`src/design/csidb_pkg.sv`:
```
// Shared types and constants for the ordered byte list with insert and delete.
package csidb_pkg;

   localparam int unsigned CAPACITY_DEF = 64;
   localparam int unsigned CMD_W        = 3;
   localparam int unsigned INDEX_W      = 6;
   localparam int unsigned CHAR_W       = 8;
   localparam int unsigned COUNT_W      = 7;
   localparam int unsigned REQ_W        = 24;
   localparam int unsigned RSP_W        = 16;
   localparam int unsigned GROUP_SIZE   = 32;

   // Command codes carried in the request transaction
   typedef enum logic [CMD_W-1:0] {
      CMD_CLEAR  = 3'd0,
      CMD_APPEND = 3'd1,
      CMD_INSERT = 3'd2,
      CMD_REMOVE = 3'd3,
      CMD_MODIFY = 3'd4,
      CMD_READ   = 3'd5,
      CMD_SPLICE = 3'd6
   } cmd_type;

   // Action broadcast to every cell in the row
   typedef enum logic [2:0] {
      ACT_HOLD,
      ACT_WRITE,
      ACT_OPEN,
      ACT_CLOSE,
      ACT_READ
   } cell_act_type;

   typedef struct packed {
      cell_act_type        act;
      logic [CHAR_W-1:0]   data;
   } cell_ctrl_type;

endpackage

```
`src/design/char_sequence_insert_delete_buffer.sv`:
```
// Top level of the ordered byte list: command decode, cell row and response pipeline.
//
// Usage:
//   Requests arrive on the req_ stream channel, one command per transaction:
//   clear, append, insert, remove, modify, read or splice, with an index and
//   a byte. Every request yields exactly one response on the rsp_ channel
//   carrying the byte read (zero unless an accepted read), the fill count
//   after the command, and an accepted flag.
//   The list lives in a row of CAPACITY cells; insert and remove shift the
//   cells from the index onward by one position in parallel in the cycle the
//   request is accepted. Stage one registers the per-group read taps of up to
//   GROUP_SIZE cells; the output register holds them merged.
//   Throughput is one command per cycle while the receiver takes the
//   responses.
//   When the receiver stalls, up to two responses are held in the pipeline
//   and req_tready drops once both are occupied.
//   Synchronous reset empties the list (fill count zero) and the pipeline and
//   holds req_tready low; cell contents are not cleared and are only read
//   after being written.
module char_sequence_insert_delete_buffer #(
   parameter int unsigned CAPACITY = csidb_pkg::CAPACITY_DEF
) (
   input  logic                          clock,
   input  logic                          reset,
   input  logic                          req_tvalid,
   output logic                          req_tready,
   // cmd[2:0], index[8:3], char_in[16:9], zero pad[23:17]
   input  logic [csidb_pkg::REQ_W-1:0]   req_tdata,
   output logic                          rsp_tvalid,
   input  logic                          rsp_tready,
   // char_out[7:0], count[14:8], accepted[15]
   output logic [csidb_pkg::RSP_W-1:0]   rsp_tdata
);
   import csidb_pkg::*;

   localparam int unsigned CW     = $clog2(CAPACITY + 1);
   localparam int unsigned PW     = $clog2(CAPACITY);
   localparam int unsigned CMPW   = (CW > INDEX_W) ? CW : INDEX_W;
   localparam int unsigned NGROUP = (CAPACITY + GROUP_SIZE - 1) / GROUP_SIZE;

   // Request fields
   cmd_type             req_cmd;
   logic [INDEX_W-1:0]  req_index;
   logic [CHAR_W-1:0]   req_char;
   logic                req_accept;

   // List state
   logic [CW-1:0]       fill_ff;
   logic [CW-1:0]       fill_in;
   logic [CMPW-1:0]     idx_cmp;
   logic [CMPW-1:0]     fill_cmp;
   logic                in_range;
   logic                has_room;
   logic                ok_w;

   // Cell row wiring
   cell_ctrl_type       ctrl;
   logic [PW-1:0]       pos;
   logic [CHAR_W-1:0]   cell_data [CAPACITY];
   logic [CHAR_W-1:0]   cell_tap  [CAPACITY];
   logic [CHAR_W-1:0]   left_w    [CAPACITY];
   logic [CHAR_W-1:0]   right_w   [CAPACITY];
   logic [CHAR_W-1:0]   group_or  [NGROUP];

   // Response pipeline
   logic                s1_valid_ff;
   logic                s1_valid_in;
   logic [CHAR_W-1:0]   s1_group_ff [NGROUP];
   logic [COUNT_W-1:0]  s1_count_ff;
   logic                s1_ok_ff;
   logic                rsp_valid_ff;
   logic                rsp_valid_in;
   logic [CHAR_W-1:0]   rsp_char_ff;
   logic [COUNT_W-1:0]  rsp_count_ff;
   logic                rsp_ok_ff;
   logic [CHAR_W-1:0]   merged_char;
   logic                out_adv;

   // Unpack request
   assign req_cmd   = cmd_type'(req_tdata[CMD_W-1:0]);
   assign req_index = req_tdata[CMD_W +: INDEX_W];
   assign req_char  = req_tdata[CMD_W+INDEX_W +: CHAR_W];

   // Handshake: advance output when empty or drained, accept when stage one frees
   assign out_adv    = !rsp_valid_ff || rsp_tready;
   assign req_tready = !reset && (!s1_valid_ff || out_adv);
   assign req_accept = req_tvalid && req_tready;

   // Range checks against the current fill count
   assign idx_cmp  = CMPW'(req_index);
   assign fill_cmp = CMPW'(fill_ff);
   assign in_range = (idx_cmp < fill_cmp);
   assign has_room = (fill_ff < CW'(CAPACITY));

   // Decode command into a cell action, position and new fill count
   always_comb begin
      ctrl.act  = ACT_HOLD;
      ctrl.data = req_char;
      pos       = idx_cmp[PW-1:0];
      fill_in   = fill_ff;
      ok_w      = 1'b0;
      if (req_accept) begin
         unique case (req_cmd)
            CMD_CLEAR: begin
               fill_in = '0;
               ok_w    = 1'b1;
            end
            CMD_APPEND: begin
               if (has_room) begin
                  ctrl.act = ACT_WRITE;
                  pos      = fill_ff[PW-1:0];
                  fill_in  = fill_ff + CW'(1);
                  ok_w     = 1'b1;
               end
            end
            CMD_INSERT: begin
               if (has_room && in_range) begin
                  ctrl.act = ACT_OPEN;
                  fill_in  = fill_ff + CW'(1);
                  ok_w     = 1'b1;
               end
            end
            CMD_REMOVE: begin
               if (in_range) begin
                  ctrl.act = ACT_CLOSE;
                  fill_in  = fill_ff - CW'(1);
                  ok_w     = 1'b1;
               end
            end
            CMD_MODIFY: begin
               if (in_range) begin
                  ctrl.act = ACT_WRITE;
                  ok_w     = 1'b1;
               end
            end
            CMD_READ: begin
               if (in_range) begin
                  ctrl.act = ACT_READ;
                  ok_w     = 1'b1;
               end
            end
            CMD_SPLICE: begin
               if (in_range) begin
                  // Open a gap; the last byte drops off when full
                  ctrl.act = ACT_OPEN;
                  if (has_room) fill_in = fill_ff + CW'(1);
                  ok_w     = 1'b1;
               end else if (has_room) begin
                  ctrl.act = ACT_WRITE;
                  pos      = fill_ff[PW-1:0];
                  fill_in  = fill_ff + CW'(1);
                  ok_w     = 1'b1;
               end
            end
            default: begin
               ok_w = 1'b0;
            end
         endcase
      end
   end

   always_ff @(posedge clock) begin
      if (reset) begin
         fill_ff <= '0;
      end else begin
         fill_ff <= fill_in;
      end
   end

   // Row of cells, each linked to its left and right neighbor
   for (genvar i = 0; i < CAPACITY; i++) begin : g_cell
      if (i == 0) begin : g_left_edge
         assign left_w[i] = '0;
      end else begin : g_left
         assign left_w[i] = cell_data[i-1];
      end
      if (i == CAPACITY - 1) begin : g_right_edge
         assign right_w[i] = cell_data[i];
      end else begin : g_right
         assign right_w[i] = cell_data[i+1];
      end

      csidb_cell #(
         .POS_W    (PW),
         .CELL_IDX (i)
      ) u_cell (
         .clock      (clock),
         .ctrl       (ctrl),
         .pos        (pos),
         .left_data  (left_w[i]),
         .right_data (right_w[i]),
         .data_out   (cell_data[i]),
         .read_tap   (cell_tap[i])
      );
   end

   // Merge read taps within each group
   always_comb begin
      for (int g = 0; g < NGROUP; g++) begin
         group_or[g] = '0;
         for (int k = 0; k < GROUP_SIZE; k++) begin
            if (g * GROUP_SIZE + k < CAPACITY) begin
               group_or[g] = group_or[g] | cell_tap[g * GROUP_SIZE + k];
            end
         end
      end
   end

   // Stage one: group taps, count and flag
   assign s1_valid_in = req_tready ? req_accept : s1_valid_ff;

   always_ff @(posedge clock) begin
      if (reset) begin
         s1_valid_ff <= 1'b0;
      end else begin
         s1_valid_ff <= s1_valid_in;
      end
   end

   always_ff @(posedge clock) begin
      if (req_accept) begin
         for (int g = 0; g < NGROUP; g++) begin
            s1_group_ff[g] <= group_or[g];
         end
         s1_count_ff <= COUNT_W'(fill_in);
         s1_ok_ff    <= ok_w;
      end
   end

   // Merge groups into the final read byte
   always_comb begin
      merged_char = '0;
      for (int g = 0; g < NGROUP; g++) begin
         merged_char = merged_char | s1_group_ff[g];
      end
   end

   // Output register
   assign rsp_valid_in = out_adv ? s1_valid_ff : rsp_valid_ff;

   always_ff @(posedge clock) begin
      if (reset) begin
         rsp_valid_ff <= 1'b0;
      end else begin
         rsp_valid_ff <= rsp_valid_in;
      end
   end

   always_ff @(posedge clock) begin
      if (out_adv && s1_valid_ff) begin
         rsp_char_ff  <= merged_char;
         rsp_count_ff <= s1_count_ff;
         rsp_ok_ff    <= s1_ok_ff;
      end
   end

   assign rsp_tvalid = rsp_valid_ff;
   assign rsp_tdata  = {rsp_ok_ff, rsp_count_ff, rsp_char_ff};

`ifndef SYNTHESIS
   // Fill count never passes the capacity
   a_fill_bound: assert property (@(posedge clock) disable iff (reset)
      fill_ff <= CW'(CAPACITY))
      else $error("fill count above capacity");

   // A refused command never returns a byte
   a_refused_zero: assert property (@(posedge clock) disable iff (reset)
      (rsp_valid_ff && !rsp_ok_ff) |-> (rsp_char_ff == '0))
      else $error("refused command returned data");

   // Clear empties the list
   a_clear_empties: assert property (@(posedge clock) disable iff (reset)
      (req_accept && req_cmd == CMD_CLEAR) |=> (fill_ff == '0))
      else $error("clear left entries");

   // Read and modify keep the count
   a_count_kept: assert property (@(posedge clock) disable iff (reset)
      (req_accept && (req_cmd == CMD_READ || req_cmd == CMD_MODIFY)) |=> $stable(fill_ff))
      else $error("read or modify changed the count");

   // Stage one never holds a response while the output stage is empty and free
   a_pipe_drain: assert property (@(posedge clock) disable iff (reset)
      (s1_valid_ff && !rsp_valid_ff) |=> rsp_valid_ff)
      else $error("response stuck in stage one");
`endif

endmodule

```
`src/design/csidb_cell.sv`:
```
// One storage cell of the byte row: holds, loads or takes a neighbor's byte.
module csidb_cell #(
   parameter int unsigned POS_W    = 6,
   parameter int unsigned CELL_IDX = 0
) (
   input  logic                            clock,
   input  csidb_pkg::cell_ctrl_type        ctrl,
   input  logic [POS_W-1:0]                pos,
   input  logic [csidb_pkg::CHAR_W-1:0]    left_data,
   input  logic [csidb_pkg::CHAR_W-1:0]    right_data,
   output logic [csidb_pkg::CHAR_W-1:0]    data_out,
   output logic [csidb_pkg::CHAR_W-1:0]    read_tap
);
   import csidb_pkg::*;

   logic [CHAR_W-1:0] data_ff;
   logic [CHAR_W-1:0] data_in;
   logic              here_w;
   logic              after_w;

   // Locate this cell relative to the command position
   assign here_w  = (pos == POS_W'(CELL_IDX));
   assign after_w = (POS_W'(CELL_IDX) > pos);

   // Pick the next byte: hold, load, take left (open gap) or take right (close gap)
   always_comb begin
      data_in = data_ff;
      unique case (ctrl.act)
         ACT_WRITE: begin
            if (here_w) data_in = ctrl.data;
         end
         ACT_OPEN: begin
            if (here_w) data_in = ctrl.data;
            else if (after_w) data_in = left_data;
         end
         ACT_CLOSE: begin
            if (here_w || after_w) data_in = right_data;
         end
         default: begin
            data_in = data_ff;
         end
      endcase
   end

   always_ff @(posedge clock) begin
      data_ff <= data_in;
   end

   // Expose the byte only when this cell is the read target
   assign read_tap = (ctrl.act == ACT_READ && here_w) ? data_ff : '0;
   assign data_out = data_ff;

endmodule

```
`config.mk`:
```
export PLATFORM = sky130hd
export DESIGN_NAME = char_sequence_insert_delete_buffer
export DESIGN_NICKNAME = d
export VERILOG_FILES = /design/src/design/csidb_pkg.sv /design/src/design/char_sequence_insert_delete_buffer.sv /design/src/design/csidb_cell.sv
export SDC_FILE = /design/constraint.sdc
export NUM_CORES = 2
export LEC_CHECK = 0
export ABC_CLOCK_PERIOD_IN_PS = 87500
export BUFFER_PORTS_ARGS = -buffer_cell sky130_fd_sc_hd__buf_2
export CAP_MARGIN = 40
export CELL_PAD_IN_SITES_DETAIL_PLACEMENT = 1
export CELL_PAD_IN_SITES_GLOBAL_PLACEMENT = 2
export CORE_MARGIN = 4
export CORE_UTILIZATION = 30
export CTS_CLUSTER_SIZE = 12
export DETAILED_ROUTE_END_ITERATION = 16
export HOLD_SLACK_MARGIN = 0.02
export PLACE_DENSITY_LB_ADDON = 0.15
export RECOVER_POWER = 25
export SLEW_MARGIN = 20
export SYNTH_ARGS = -nofsm -noshare
export SYNTH_HDL_FRONTEND = slang
export SYNTH_HIERARCHICAL = 1
export SYNTH_SLANG_ARGS = --single-unit
export TNS_END_PERCENT = 30
```
`constraint.sdc`:
```
create_clock -name clock -period 87.5 [get_ports clock]
set_input_delay 13.125 -clock clock [delete_from_list [all_inputs] [get_ports clock]]
set_output_delay 13.125 -clock clock [all_outputs]
set_load 0.01 [all_outputs]
```
==> impl_metrics.env <==
export IMPL_result_of_the_run="complete, but fails checks"
export IMPL_violations="max-capacitance violations, max-slew violations"
export IMPL_grt_setup_unrepaired="no"
export IMPL_grt_remaining_overflow=0
export IMPL_timing_clock_skew_ps=24.5
export IMPL_drc=0
export IMPL_postSynthCellCount=4464
export IMPL_antenna_found_initial=7
export IMPL_worstHoldPathType="flip-flop to flip-flop"
export IMPL_timing_hold_worst_start="s1_count_ff[0]"
export IMPL_final_max_slew_violation_count=725
export IMPL_ys_top_cells_by_count="610 x sky130_fd_sc_hd__o22ai_1, 552 x sky130_fd_sc_hd__edfxtp_1, 524 x sky130_fd_sc_hd__and2_1"
export IMPL_cts_root_to_sink_buffers=3
export IMPL_vias=41609
export IMPL_yosys_register_bits=561
export IMPL_drt_iter0_drc=3176
export IMPL_vdd_ir_drop_max_mv=0.0116
export IMPL_path_class="input pin to flip-flop"
export IMPL_io_buffer_count=38
export IMPL_worstReg2RegStart="fill_cmp[2]"
export IMPL_worstSetupStartpointType="input pin"
export IMPL_first_pass_iters=5
export IMPL_setup_reg_to_reg_worst_slack_ps=71000
export IMPL_net_switching_power_uw=214
export IMPL_fin_nets=4441
export IMPL_synth_yosys_seq_area_share_pct=38.0
export IMPL_worst_setup_hold_path_clk_slew_ps=50
export IMPL_yosys_area_top_type="sky130_fd_sc_hd__edfxtp_1"
export IMPL_worstReg2RegEnd="g_cell[13].u_cell/data_out[6]"
export IMPL_fin_setup_tns_ps=0
export IMPL_synth_top_cell_area_share_pct=37.6
export IMPL_timing_fmax_ghz=0.0351
export IMPL_post_synth_edffs=552
export IMPL_cts_root_buffer_cell="sky130_fd_sc_hd__clkbuf_16"
export IMPL_power_share_switching_pct=29.3
export IMPL_cts_tree="done"
export IMPL_final_setup_viol_count=0
export IMPL_synth_most_common_cell="sky130_fd_sc_hd__o22ai_1"
export IMPL_design_die_area_um2=153000
export IMPL_period_share_pct=32.5
export IMPL_avgViaCountPerCell=6.52
export IMPL_place_ws_ps=60680
export IMPL_grt_pass1_vias=42207
export IMPL_count_of_inserted_antenna_diode_cells=0
export IMPL_netlist_cell_types=113
export IMPL_post_cts_resized=0
export IMPL_netlist_top_cells_area="sky130_fd_sc_hd__edfxtp_1 38%, sky130_fd_sc_hd__o22ai_1 8.6%, sky130_fd_sc_hd__and2_1 7.4%"
export IMPL_reg2reg_depth=13
export IMPL_placed_cell_area_um2=46100
export IMPL_grt_total_usage_pct=24.9
export IMPL_grt_max_degree=155
export IMPL_worstPathRequired_ps=87800
export IMPL_power_density_nw_per_um2=15.0
export IMPL_worst_endpoint_arrival_ps=28750
export IMPL_layout_cell_area_non_filler_um2=48500
export IMPL_clock_power_share_pct=44.6
export IMPL_postLayoutSetupSlackWorst_ps=59050
export IMPL_power_leakage_uw=0.0137
export IMPL_die_width_um=391
export IMPL_drt_total_wl_um=198000
export IMPL_tightest_slew_ps=7440
export IMPL_timing_max_cap_violations=8
export IMPL_dominantRegCellSynth="sky130_fd_sc_hd__edfxtp_1"
export IMPL_hold_buffers=0
export IMPL_initial_core_utilization_pct=30.2
export IMPL_clock_sink_count=561
export IMPL_synth_cell_area_um2=44100
export IMPL_route_antenna_remaining_nets=0
export IMPL_comb_power_share_pct=13.6
export IMPL_io_pins=46
export IMPL_cts_buf_count=79
export IMPL_synthToLayoutAreaGrowth_pct=10.0
export IMPL_hold_viol=0
export IMPL_dp_hpwl_um=127000
export IMPL_synthArstFlopShare_pct=0
export IMPL_cts_max_level=3
export IMPL_cts_setup_buffers=0
export IMPL_grt_pass1_wl_um=292000
export IMPL_fp_row_count=140
export IMPL_finalWorstPathRequiredPeriod_ps=28450
export IMPL_insertion_delay_ps=680
export IMPL_worstSetupStartpoint="req_tdata[5]"
export IMPL_crit_path_max_fanout=154
export IMPL_avgSynthCellArea_um2=9.88
export IMPL_end_kind="flip-flop"
export IMPL_die_height_um=391
export IMPL_drt_wirelength_per_cell_um=31.0
export IMPL_fillerInstances=16484
export IMPL_fp_coreArea_um2=146000
export IMPL_cp_endpoint="g_cell[13].u_cell/data_out[6]"
export IMPL_sequential_share_of_power_pct=41.8
export IMPL_post_route_cells_drive_above_1_share_pct=13.7
export IMPL_yosysWarningCount=6
export IMPL_power_internal_uw=516
export IMPL_slew_headroom_pct=-396
export IMPL_placer_congestion=0.830
[state kept, by name (all words and copies together) (netlist names)]
register	cells
g_cell.u_cell/data_out	512
s1_group_ff	16
rsp_char_ff	8
fill_cmp	7
rsp_count_ff	7
s1_count_ff	7
rsp_ok_ff	1
rsp_tvalid	1
s1_ok_ff	1
s1_valid_ff	1
[cell type report]
class / count / area [µm²] / share of cell area, %
inverters: 34 / 128 / 0.263
multi-input cells: 3561 / 25400 / 52.3
repair buffers: 168 / 1360 / 2.79
clock buffers: 92 / 2070 / 4.26
clock inverters: 50 / 430 / 0.887
well taps: 1917 / 2400 / 4.94
flip-flops and latches: 561 / 16800 / 34.5
[worst min-delay path by stage]
stage | cells past startpoint | to
final | 0 | rsp_count_ff[0]
after global routing | 0 | rsp_count_ff[0]
after CTS | 0 | rsp_count_ff[5]
after detailed placement | 0 | rsp_count_ff[5]
after global placement | 0 | rsp_count_ff[2]
after floorplan | 0 | rsp_count_ff[0]
[logic make-up (layout without fill, tap and decap cells)]
| kind of cell | Yosys count | count (layout) | synth area share (%) |
|---|---|---|---|
| simple gates | 2206 | 2206 | 33.3 |
| compound gates | 1333 | 1333 | 23.7 |
| flops | 561 | 561 | 38.0 |
| buf+inv | 349 | 344 | 4.69 |
| fa+ha+maj | 8 | 8 | 0.227 |
| mux | 6 | 6 | 0.150 |
| other cells | 1 | 8 | 0.00850 |
[power by group through the flow]
stage,Clock [µW],Combinational (µW),Sequential (µW)
2_1_floorplan,0,65.0,309
3_3_place_gp,0,95.1,311
3_5_place_dp,0,98.1,311
4_1_cts,335,98.3,305
5_1_grt,344,106,305
6_report,326,99.3,305
[per-layer routing]
layer	wire length [µm]	vias to the layer above	global-route usage (%)
li1	-	18798	-
met5	14	-	0
met4	5840	2	7.06
met1	90500	21162	34.7
met2	92000	1291	40.6
met3	9210	356	3.07
[cells in the final DEF (no fill, tap or decap), types with 56 or more instances in the layout]
cell type	count
sky130_fd_sc_hd__a2111oi_0	242
sky130_fd_sc_hd__a2111oi_2	89
sky130_fd_sc_hd__a21oi_1	165
sky130_fd_sc_hd__and2_1	524
sky130_fd_sc_hd__buf_4	67
sky130_fd_sc_hd__clkbuf_16	81
sky130_fd_sc_hd__edfxtp_1	552
sky130_fd_sc_hd__nor2_1	96
sky130_fd_sc_hd__nor2b_1	71
sky130_fd_sc_hd__nor3_1	411
sky130_fd_sc_hd__nor4_1	473
sky130_fd_sc_hd__nor4_2	56
sky130_fd_sc_hd__o22ai_1	610
[critical path, stage by stage]
cell and delay, ps:
sky130_fd_sc_hd__buf_2 120, sky130_fd_sc_hd__ha_1 320, sky130_fd_sc_hd__o21a_1 190, sky130_fd_sc_hd__o2111a_1 310, sky130_fd_sc_hd__a21oi_1 620, sky130_fd_sc_hd__a21oi_1 230
sky130_fd_sc_hd__o31ai_4 190, sky130_fd_sc_hd__clkbuf_1 5120, sky130_fd_sc_hd__clkbuf_1 5050, sky130_fd_sc_hd__clkinv_1 1950, sky130_fd_sc_hd__nor3_1 520, sky130_fd_sc_hd__a31oi_1 70
sky130_fd_sc_hd__nor2_1 610
[per-stage QoR]
| stage | hold WS, ps | instances | utilization [%] | power [µW] |
|---|---|---|---|---|
| final | 421 | 6383 | 33.3 | 730 |
| after CTS | 421 | 6366 | 33.3 | 738 |
| after detailed placement | 408 | 6224 | 31.6 | 409 |
| after global placement | 403 | 6190 | 31.3 | 406 |
| after floorplan | 400 | 4471 | - | 374 |
| after global routing | 423 | 6383 | 33.3 | 755 |
(Power assumes the default switching activity.)
